`config.mk`:
```
export PLATFORM = sky130hd
export DESIGN_NAME = fbma_cell_map
export DESIGN_NICKNAME = d
export VERILOG_FILES = /design/src/design/fbma_pkg.sv /design/src/design/fbma_cell_map.sv
export SDC_FILE = /design/constraint.sdc
export NUM_CORES = 1
export LEC_CHECK = 0
export ABC_AREA = 1
export BUFFER_PORTS_ARGS = -buffer_cell sky130_fd_sc_hd__buf_2
export CAP_MARGIN = 20
export CORE_ASPECT_RATIO = 0.75
export CORE_MARGIN = 2
export CORE_UTILIZATION = 45
export DETAILED_ROUTE_END_ITERATION = 12
export PLACE_DENSITY = 0.7
export SETUP_SLACK_MARGIN = 0.15
export SLEW_MARGIN = 0
export SYNTH_ARGS = -nofsm -noshare
export SYNTH_HDL_FRONTEND = slang
export SYNTH_SLANG_ARGS = --single-unit
```
`constraint.sdc`:
```
create_clock -name vclk -period 3.15
set_input_delay 0.315 -clock vclk [all_inputs]
set_output_delay 0.315 -clock vclk [all_outputs]
set_load 0.1 [all_outputs]
```
`src/design/fbma_pkg.sv`:
```
// Shared types, codes and the saturating add for the band matrix assembler.
// No dependencies; the cell map, the core and the bench refer to it by scoped names.
package fbma_pkg;

   // Field widths fixed by the beat formats
   localparam int KIND_W     = 2;
   localparam int LIDX_W     = 5;
   localparam int GIDX_W     = 6;
   localparam int BW_W       = 6;
   localparam int VALUE_W    = 64;
   localparam int STATUS_W   = 2;
   localparam int CSR_IDX_W  = 2;
   localparam int CSR_DATA_W = 6;

   // Signed width for cell arithmetic, wide enough for any supported store size
   localparam int CALC_W = 12;

   // Request kinds
   localparam logic [KIND_W-1:0] KIND_LOAD = 2'd0;
   localparam logic [KIND_W-1:0] KIND_ADD  = 2'd1;
   localparam logic [KIND_W-1:0] KIND_READ = 2'd2;

   // Response status codes
   localparam logic [STATUS_W-1:0] STAT_DONE    = 2'd0;
   localparam logic [STATUS_W-1:0] STAT_SKIPPED = 2'd1;
   localparam logic [STATUS_W-1:0] STAT_DROPPED = 2'd2;
   localparam logic [STATUS_W-1:0] STAT_SAT     = 2'd3;

   // Register indexes
   localparam logic [CSR_IDX_W-1:0] CSR_SYMMETRIC = 2'd0;
   localparam logic [CSR_IDX_W-1:0] CSR_BANDED    = 2'd1;
   localparam logic [CSR_IDX_W-1:0] CSR_LOWER_BW  = 2'd2;
   localparam logic [CSR_IDX_W-1:0] CSR_UPPER_BW  = 2'd3;

   // Storage layout settings
   typedef struct packed {
      logic            symmetric;
      logic            banded;
      logic [BW_W-1:0] lower_bw;
      logic [BW_W-1:0] upper_bw;
   } cfg_type;

   typedef struct packed {
      logic               ovf;
      logic [VALUE_W-1:0] sum;
   } sat_type;

   // Two's complement add that clamps to the most positive or negative word
   function automatic sat_type sat_add(input logic [VALUE_W-1:0] a,
                                       input logic [VALUE_W-1:0] b);
      sat_type            res;
      logic [VALUE_W-1:0] s;
      s       = a + b;
      res.ovf = (a[VALUE_W-1] == b[VALUE_W-1]) && (s[VALUE_W-1] != a[VALUE_W-1]);
      if (res.ovf) begin
         res.sum = a[VALUE_W-1] ? {1'b1, {(VALUE_W-1){1'b0}}}
                                : {1'b0, {(VALUE_W-1){1'b1}}};
      end else begin
         res.sum = s;
      end
      return res;
   endfunction

endpackage

```
`src/design/fbma_cell_map.sv`:
```
// Maps a global (row, column) pair to a storage cell for the selected layout.
// Depends on fbma_pkg for the layout settings type and widths.
module fbma_cell_map #(
   parameter int MAX_DOF = 64
) (
   input  fbma_pkg::cfg_type                cfg,
   input  logic [fbma_pkg::GIDX_W-1:0]      glob_row,
   input  logic [fbma_pkg::GIDX_W-1:0]      glob_col,
   output logic [2*$clog2(MAX_DOF)-1:0]     cell_addr,
   output logic                             keep
);

   localparam int DOF_W = $clog2(MAX_DOF);
   localparam int CW    = fbma_pkg::CALC_W;
   localparam int GW    = fbma_pkg::GIDX_W;
   localparam int BW    = fbma_pkg::BW_W;
   localparam logic signed [CW-1:0] DOF_LIMIT = CW'(MAX_DOF);

   logic signed [CW-1:0] rs, cs, ls, us;
   logic signed [CW-1:0] lo, hi, diff;
   logic signed [CW-1:0] srow, scol;
   logic                 band_ok;

   // Widen every index to signed arithmetic
   always_comb begin
      rs   = $signed({{(CW-GW){1'b0}}, glob_row});
      cs   = $signed({{(CW-GW){1'b0}}, glob_col});
      ls   = $signed({{(CW-BW){1'b0}}, cfg.lower_bw});
      us   = $signed({{(CW-BW){1'b0}}, cfg.upper_bw});
      lo   = (rs < cs) ? rs : cs;
      hi   = (rs < cs) ? cs : rs;
      diff = rs - cs;
   end

   // Pick the layout
   always_comb begin
      unique case ({cfg.symmetric, cfg.banded})
         2'b11: begin
            srow    = hi - lo;
            scol    = lo;
            band_ok = (hi - lo) <= ls;
         end
         2'b10: begin
            srow    = hi;
            scol    = lo;
            band_ok = 1'b1;
         end
         2'b01: begin
            srow    = diff + ls + us;
            scol    = cs;
            band_ok = (diff <= ls) && ((cs - rs) <= us);
         end
         default: begin
            srow    = rs;
            scol    = cs;
            band_ok = 1'b1;
         end
      endcase
   end

   // Drop cells outside the band or outside the store
   assign keep = band_ok && (rs < DOF_LIMIT) && (cs < DOF_LIMIT) &&
                 (srow >= 0) && (srow < DOF_LIMIT) && (scol < DOF_LIMIT);

   assign cell_addr = {srow[DOF_W-1:0], scol[DOF_W-1:0]};

endmodule

```
==> impl_metrics.csv, run 1 <==
group,metric,value,unit
outcome,status,"finished, violations left",
outcome,violations,"negative setup slack",
global_routing,antenna_found_initial,0,
placed_design,dp_hpwl,5840,µm
floorplanning,initial_core_util,0.477,
floorplanning,die_x,80.1,µm
finish,final_cells,494,
placed_design,port_buffers,39,
finish,area_delta_synth_final,76.0,%
global_routing,grt_pass1_wl,12200,µm
routing,dr.pass1.iters,5,
timing,worst_slack,-0.574,ns
synth,synth_cells,312,
routing,detail-route-antenna-nets,0,
finish,seq_cells,0,
global_routing,grt_overflow,0,
timing,finalHoldViolations,0,
synth,seq_area_frac_synth,0,
timing,post-route-min-period,3.72,ns
routing,vias,2803,
worst_setup_path,critPathArrivalTime,3.41,ns
timing,final.period_utilization,1.18,
timing,relSlewSlack,0.546,
worst_setup_path,critPathCaptureType,"primary output",
placed_design,dp_cells,483,
power,vdd_ir_drop_max,322,µV
synth,synth_nets,386,
timing,finalSetupViolations,5,
synth,yosysMostFrequentCell,"nand2_1",
worst_setup_path,startpoint_type,"primary input",
synth,syn_area_per_cell,6.27,µm²
min_path,hold_path_end,"cell_addr[2]",
synth,synth_largest_area_cell,"ha_1",
synth,ys_warn_count,0,
timing,tns,-1.80,ns
finish,antennaDiodeCount,0,
finish,drive_above_1_share,0.522,
synth,netlist_area,1960,µm²
worst_setup_path,path_max_fanout,7,
synth,synth.top_cell.area_share,0.249,
synth,synth_area_leaders,"ha_1 (25%), nand2_1 (15%), inv_1 (11%), fa_1 (9.2%), nand3_1 (5.1%)",
global_routing,grt_max_degree,11,
timing,slew_violations,0,
min_path,min_from,"glob_col[2]",
min_path,hold_depth,4,
synth,synth_commonest_cells,"nand2_1 (80), inv_1 (56), ha_1 (39), nand3_1 (20), o21ai_0 (18)",
floorplanning,die_area,4900,µm²
floorplanning,core,4100,µm²
routing,drt_iter0_markers,275,
placed_design,place_congestion,0.921,
finish,multi_input_area,2120,µm²
min_path,hold_path_class,"in2out",
finish,regArea,0,µm²
placed_design,dpl_cell_area,3120,µm²
finish,clockBufferCount,0,
routing,viasPerCell,5.67,
placed_design,dp_slack,-0.635,ns
timing,worst_pin_slew,0.678,ns
finish,fill_cells,265,
timing,max_freq,0.269,GHz
global_routing,grtUsageTotal,0.323,
routing,drc,0,
global_routing,grt_pass1_vias,2617,
finish,nets,515,
floorplanning,pin_count,39,
routing,detail_route.wl_per_cell,17.6,µm
run,maxCapViolCount,0,
worst_setup_path,crit_type,"in2out",
timing,rsz0062_at_grt,"yes",
worst_setup_path,required,2.83,ns
floorplanning,rows,20,
synth,ys_types,38,
finish,final_area,3440,µm²
power,pwr_density_cell,422,nW/µm²
routing,wirelength,8680,µm
floorplanning,die_y,61.1,µm
power,p_leak,0.00183,µW
-- worst max path at each step --
stage,cells after the start,startpoint,end
CTS,24,glob_row[4],keep
global placement,20,glob_row[0],keep
finish,23,glob_row[1],keep
detailed placement,20,glob_row[0],keep
global route,20,glob_row[0],keep
floorplan,24,glob_row[3],keep
-- placed cells by master (no fill, tap or decap), drive strengths merged --
| cell | synthesis | routed |
|---|---|---|
| ha | 39 | 39 |
| and3 | 1 | 1 |
| inv | 58 | 58 |
| clkinv | 1 | 1 |
| and2 | 1 | 1 |
| nand3b | 1 | 1 |
| nor3 | 2 | 2 |
| nand3 | 23 | 23 |
| buf | 3 | 131 |
| o221ai | 1 | 1 |
| nand2 | 88 | 88 |
| or2 | 1 | 1 |
| fa | 9 | 9 |
| a21oi | 20 | 20 |
| o211ai | 1 | 1 |
| o2111ai | 1 | 1 |
| a211oi | 2 | 2 |
| o21ai | 23 | 23 |
| o21a | 2 | 2 |
| nand4 | 2 | 2 |
| xor2 | 9 | 9 |
| a21boi | 2 | 2 |
| nor2 | 17 | 17 |
| a21o | 2 | 2 |
| a22oi | 1 | 1 |
| a221oi | 1 | 1 |
-- cell families (layout without fill, tap and decap cells) --
group	Yosys count	after routing	synth area share
adders and majority gates	48	48	0.341
buffers and inverters	63	190	0.129
and+or+nand+nor	136	136	0.307
AOI/OAI and AO/OA	56	56	0.179
xor gates and xnor gates	9	9	0.0441
-- metal layers --
metal / up-vias / routed length [µm] / share of wire / track usage
li1: 1259 / - / - / -
met4: 0 / 466 / 0.054 / 0.0969
met5: - / 0 / 0 / 0
met1: 1285 / 3470 / 0.40 / 0.421
met3: 52 / 681 / 0.078 / 0.0161
met2: 207 / 4060 / 0.47 / 0.590
-- where the power goes --
| part | switching (µW) | internal (µW) | total, µW |
|---|---|---|---|
| logic | 828 | 624 | 1450 |
| clock network | 0 | 0 | 0 |
| registers | 0 | 0 | 0 |
| total | 828 | 624 | 1450 |
-- worst max-delay path: stages --
cell     delay, ns
buf_4         0.11
inv_2         0.05
ha_4          0.26
nand3_1       0.09
nand2_2       0.17
nand2_4       0.12
nand2_4       0.14
nand2_1       0.10
nand2_2       0.10
nand2_4       0.07
ha_4          0.16
inv_2         0.04
nand2_2       0.07
buf_4         0.15
xor2_2        0.15
ha_1          0.33
a21oi_1       0.18
o21a_1        0.19
o21ai_1       0.08
o21ai_1       0.11
a21oi_2       0.10
nor2_4        0.13
buf_12        0.18
-- timing repair --
item                                    4_1_cts  5_1_grt
pin swaps                                    36       18
setup buffers                                 6        5
hold buffers                                  0        0
endpoints found under the setup margin        5        5
gates resized for setup                      53       11
cloned                                        0        0
-- final cells by class --
| class | instances | area share |
|---|---|---|
| Tap cell | 55 | 0.0200 |
| Timing Repair Buffer | 131 | 0.296 |
| Inverter | 59 | 0.0697 |
| Multi-Input combinational cell | 249 | 0.614 |
-- stage by stage --
stage	util	total power [µW]	hold WS (ns)
2_1_floorplan	-	757	0.949
3_3_place_gp	0.761	1160	1.15
3_5_place_dp	0.761	1200	1.15
4_1_cts	0.821	1310	1.15
5_1_grt	0.839	1530	1.16
6_report	0.839	1450	1.16
Note: power is estimated with default switching activity, not from simulation.
==> run 2: changes to the inputs <==
- CORE_UTILIZATION: 45 -> 54
- PLACE_DENSITY: 0.7 -> 0.91
==> run 2 against run 1 <==
  * The flow now stops in clock tree synthesis (4_1_cts)
  * Synthesized area stayed put
  * Synthesized cell count did not move
==> impl_metrics.csv, run 2 <==
group,metric,value,unit
synth,syn_area_per_cell,6.27,µm²
synth,synth_area_leaders,"ha_1 (25%), nand2_1 (15%), inv_1 (11%), fa_1 (9.2%), nand3_1 (5.1%)",
floorplanning,rows,18,
floorplanning,die_x,73.5,µm
floorplanning,die_y,56.1,µm
synth,synth.top_cell.area_share,0.249,
clock_network,cts_resized,42,
synth,seq_area_frac_synth,0,
synth,synth_cells,312,
outcome,stop_error,"[ERROR DPL-0033] detailed placement checks failed during check placement.",
outcome,stop_stage,"clock tree synthesis (4_1_cts)",
synth,synth_nets,386,
floorplanning,initial_core_util,0.579,
placed_design,port_buffers,39,
synth,synth_commonest_cells,"nand2_1 (80), inv_1 (56), ha_1 (39), nand3_1 (20), o21ai_0 (18)",
synth,netlist_area,1960,µm²
clock_network,ctsHoldBuffers,0,
outcome,status,"aborted with a tool error",
placed_design,dp_slack,-0.782,ns
synth,synth_largest_area_cell,"ha_1",
synth,yosysMostFrequentCell,"nand2_1",
placed_design,dp_hpwl,7170,µm
placed_design,place_congestion,0.915,
floorplanning,pin_count,39,
synth,ys_warn_count,0,
synth,ys_types,38,
clock_network,postCtsSetupBuffers,10,
==> run 2: cell counts after synthesis <==
Identical to the previous run, type by type.
==> run 2: logic make-up after synthesis <==
| group | Yosys count | share of synthesized area |
|---|---|---|
| buf+inv | 63 | 0.129 |
| xor+xnor | 9 | 0.0441 |
| fa+ha+maj | 48 | 0.341 |
| simple gates | 136 | 0.307 |
| compound gates | 56 | 0.179 |
==> run 2: per-stage QoR <==
stage | setup TNS [ns] | instance area, µm² | hold WS (ns) | std cells | util
floorplan | -1.31 | 2200 | 0.949 | 312 | -
global placement | -1.47 | 3070 | 1.11 | 464 | 0.910
detailed placement | -2.34 | 3070 | 1.12 | 464 | 0.910
==> run 3: changes to the inputs <==
- CORE_ASPECT_RATIO: 0.75 -> default
- CORE_UTILIZATION: 54 -> 40
- PLACE_DENSITY: 0.91 -> default
- PLACE_DENSITY_LB_ADDON: default -> 0.15
- SETUP_SLACK_MARGIN: 0.15 -> default
- clock period: 3.15 -> 4.1 ns (I/O delays scaled with it)
==> run 3 against run 2 <==
  * The run now ends clean
==> impl_metrics.csv, run 3 (synthesis results as in run 1) <==
group,metric,value,unit
outcome,status,"finished, final reports clean",
worst_setup_path,critPathCaptureType,"primary output",
worst_setup_path,path_cells,"buf_4 -> inv_4 -> ha_4 -> inv_2 -> fa_2 -> inv_2 -> fa_1 -> inv_1 -> ha_2 -> fa_2 -> nand3_2 -> nand2_2 -> nand2_2 -> buf_4 -> nand2_1 -> o221ai_1 -> inv_1 -> a21oi_2 -> buf_12",
power,total_power,773,µW
routing,dr.pass1.iters,4,
timing,slew_violations,0,
placed_design,dp_cells,438,
floorplanning,die_x,73.9,µm
power,internal_power,285,µW
finish,seq_cells,0,
worst_setup_path,cp_slowest_cell,"fa_2",
floorplanning,die_area,5470,µm²
routing,detail-route-antenna-nets,0,
global_routing,grt_pass1_vias,2053,
routing,drc,0,
worst_setup_path,startpoint_type,"primary input",
global_routing,grt_pass1_wl,9180,µm
finish,most-common-layout-cells,"nand2_1 (76), inv_1 (53), buf_2 (35)",
run,maxCapViolCount,0,
global_routing,antenna_found_initial,0,
power,vdd_ir_drop_max,126,µV
finish,final_area,2600,µm²
floorplanning,initial_core_util,0.414,
finish,final_cells,443,
power,p_leak,0.00146,µW
power,pwr_density_cell,298,nW/µm²
min_path,hold_path_class,"in2out",
worst_setup_path,max_stage_delay,0.59,ns
floorplanning,die_y,73.9,µm
routing,detail_route.wl_per_cell,12.5,µm
routing,vias,2145,
timing,finalSetupViolations,0,
worst_setup_path,required,3.69,ns
worst_setup_path,crit_type,"in2out",
timing,final.period_utilization,0.968,
timing,max_freq,0.252,GHz
global_routing,grt_overflow,0,
floorplanning,pin_count,39,
worst_setup_path,path_max_fanout,4,
timing,post-route-min-period,3.97,ns
power,p_switching,488,µW
routing,viasPerCell,4.84,
placed_design,dp_hpwl,4840,µm
floorplanning,rows,25,
power,seq_power_share,0,
finish,clockBufferCount,0,
finish,drive_above_1_share,0.306,
routing,drt_iter0_markers,71,
worst_setup_path,critPathArrivalTime,3.56,ns
timing,worst_pin_slew,0.507,ns
power,p_comb_frac,1.000,
power,clkPwrFrac,0,
routing,wirelength,5540,µm
finish,regArea,0,µm²
placed_design,place_congestion,0.907,
placed_design,dpl_cell_area,2440,µm²
global_routing,grtUsageTotal,0.211,
finish,final_common_cell,"nand2_1",
finish,area_delta_synth_final,32.7,%
timing,finalHoldViolations,0,
finish,antennaDiodeCount,0,
placed_design,port_buffers,39,
power,netSwitchingFraction,0.631,
finish,nets,452,
global_routing,grt_max_degree,11,
floorplanning,core,4720,µm²
timing,relSlewSlack,0.661,
==> run 3: power groups by stage <==
stage	Sequential, µW	Combinational, µW	Clock, µW
floorplan	0	514	0
detailed placement	0	711	0
global route	0	853	0
finish	0	773	0
global placement	0	706	0
CTS	0	716	0
==> run 3: final cells by class <==
cell class	instances	area [µm²]
Fill cell	471	2130
Inverter	59	224
Multi-Input combinational cell	249	1830
Tap cell	67	83.8
Timing Repair Buffer	68	460
==> run 3: per-stage QoR <==
stage	setup WS (ns)	hold WS (ns)	setup TNS, ns	utilization
global route	-0.0106	1.33	-0.0179	0.550
floorplan	0.0127	1.13	0	-
global placement	-0.0228	1.29	-0.0228	0.516
finish	0.133	1.29	0	0.550
CTS	0.00290	1.30	0	0.517
detailed placement	-0.0386	1.30	-0.0386	0.516
==> run 3: final timing paths <==
kind  cells after the start   startpoint             to
min                       4  glob_row[5]  cell_addr[11]
max                      19  glob_row[0]  cell_addr[11]
==> run 3: repair_timing <==
item	CTS	global route
setup buffers	0	6
pin swaps	0	11
hold buffers	0	0
setup endpoints to repair	1	1
resized for setup	2	32
==> run 3: per-layer routing <==
| layer | track usage | part of all wire | vias to the layer above |
|---|---|---|---|
| met1 | 0.301 | 0.49 | 962 |
| met4 | 0.0182 | 0.0083 | 0 |
| met2 | 0.371 | 0.46 | 44 |
| met5 | 0 | 0 | - |
| li1 | - | - | 1135 |
| met3 | 0.00136 | 0.037 | 4 |
==> run 3: worst max-delay path: cells and delay by family <==
kind,cells,cell delay [ns]
AOI/OAI and AO/OA,2,0.33
buffers and inverters,8,0.70
and+or+nand+nor,4,0.27
adders and majority gates,5,1.82
==> run 4: changes to the inputs <==
- PLACE_DENSITY_LB_ADDON: 0.15 -> default
==> run 4 against run 3 <==
  * Global-route usage is 0.72 points lower
  * Utilization is 1.1 points higher
  * Largest power group unchanged
  * First-iteration DRC count is 8.5% lower
  * Highest routed layer unchanged
  * Critical path type unchanged
==> impl_metrics.csv, run 4 (synthesis results as in run 1) <==
group,metric,value,unit
power,netSwitchingFraction,0.620,
timing,finalHoldViolations,0,
global_routing,gr-usage-met3,0.00136,
clock_network,ctsHoldBuffers,0,
timing,whs,1.30,ns
global_routing,grt_overflow,0,
worst_setup_path,max_stage_delay,0.55,ns
placed_design,dp_cells,436,
timing,relSlewSlack,0.662,
global_routing,grt_max_degree,11,
routing,dr.pass1.iters,4,
power,internal_power,303,µW
routing,detail_route.wl_per_cell,12.4,µm
timing,max_freq,0.253,GHz
run,maxCapViolCount,0,
timing,post-route-min-period,3.95,ns
global_routing,grt_pass1_wl,8800,µm
power,p_switching,494,µW
global_routing,grt_pass1_vias,1941,
finish,finish.utilization,0.561,
global_routing,grtUsageTotal,0.203,
power,clkPwrFrac,0,
worst_setup_path,cpMostUsedCell,"inv_2",
finish,seq_cells,0,
routing,drt_iter0_markers,65,
floorplanning,die_x,73.9,µm
timing,worst_pin_slew,0.505,ns
floorplanning,initial_core_util,0.414,
power,p_leak,0.00147,µW
finish,regArea,0,µm²
routing,drc,0,
global_routing,use_met2,0.356,
power,total_power,797,µW
placed_design,place_congestion,0.902,
finish,drive_above_1_share,0.327,
finish,antennaDiodeCount,0,
routing,detail-route-antenna-nets,0,
timing,final.period_utilization,0.964,
finish,nets,455,
finish,area_delta_synth_final,35.3,%
timing,slew_violations,0,
worst_setup_path,cp_slowest_cell,"fa_2",
power,vdd_ir_drop_max,119,µV
min_path,hold_path_class,"in2out",
worst_setup_path,crit_type,"in2out",
floorplanning,rows,25,
worst_setup_path,path_buf_inv,7,
worst_setup_path,path_cells,"buf_4 -> inv_2 -> ha_4 -> inv_2 -> fa_2 -> inv_2 -> fa_1 -> inv_1 -> ha_2 -> fa_2 -> nand3_2 -> nand2_2 -> nand2_2 -> nand2_1 -> o21ai_1 -> nand2_1 -> o21ai_1 -> a21boi_1 -> buf_4 -> nor2_4 -> buf_12",
power,p_comb_frac,1.000,
finish,fill_cells,459,
outcome,status,"finished, final reports clean",
placed_design,port_buffers,39,
timing,finalSetupViolations,0,
floorplanning,core,4720,µm²
worst_setup_path,critPathCaptureType,"primary output",
routing,wirelength,5550,µm
worst_setup_path,critPathArrivalTime,3.54,ns
floorplanning,pin_count,39,
placed_design,dpl_cell_area,2420,µm²
finish,most-common-layout-cells,"nand2_1 (73), inv_1 (52), buf_2 (35)",
routing,viasPerCell,4.78,
global_routing,grt_use_met1,0.295,
finish,multi_input_area,1860,µm²
placed_design,dp_hpwl,4710,µm
global_routing,grt-busiest-layer,"met2",
worst_setup_path,crit_family,"adder cells",
routing,vias,2134,
power,pwr_density_cell,301,nW/µm²
finish,final_area,2650,µm²
finish,final_cells,446,
finish,final_common_cell,"nand2_1",
floorplanning,die_y,73.9,µm
floorplanning,die_area,5470,µm²
worst_setup_path,startpoint_type,"primary input",
worst_setup_path,path_max_fanout,4,
worst_setup_path,required,3.69,ns
finish,clockBufferCount,0,
power,seq_power_share,0,
global_routing,antenna_found_initial,0,
run 4: cell type report:
cell class                 instances  share of cell area
inverter                          59              0.0836
multi-input combinational        249               0.702
tap                               67              0.0317
timing repair buffer              71               0.182
run 4: routing by layer:
metal | wire length, µm | part of all wire
met1 | 2660 | 0.48
met2 | 2650 | 0.48
met3 | 203 | 0.037
met4 | 38 | 0.0069
met5 | 0 | 0
run 4: per-stage QoR:
stage                     setup WS [ns]  TNS (ns)
after floorplan                  0.0127         0
after global placement          -0.0324   -0.0324
after detailed placement        -0.0615   -0.0615
after CTS                     0.0000231         0
after global routing            -0.0281   -0.0281
final                             0.148         0
run 4: power groups by stage:
stage | registers (µW) | logic [µW] | clock network [µW]
after floorplan | 0 | 514 | 0
after global placement | 0 | 703 | 0
after detailed placement | 0 | 708 | 0
after CTS | 0 | 721 | 0
after global routing | 0 | 875 | 0
final | 0 | 797 | 0
run 4: worst paths after layout:
path / end / slack [ns] / start / cells past startpoint
worst max-delay path: keep / 0.15 / glob_row[0] / 21
worst min-delay path: cell_addr[11] / 1.30 / glob_row[5] / 4
run 4: timing repair:
action	4_1_cts	5_1_grt
pin swaps	2	14
buffers inserted	3	7
resized for setup	4	34
setup endpoints to repair	1	2
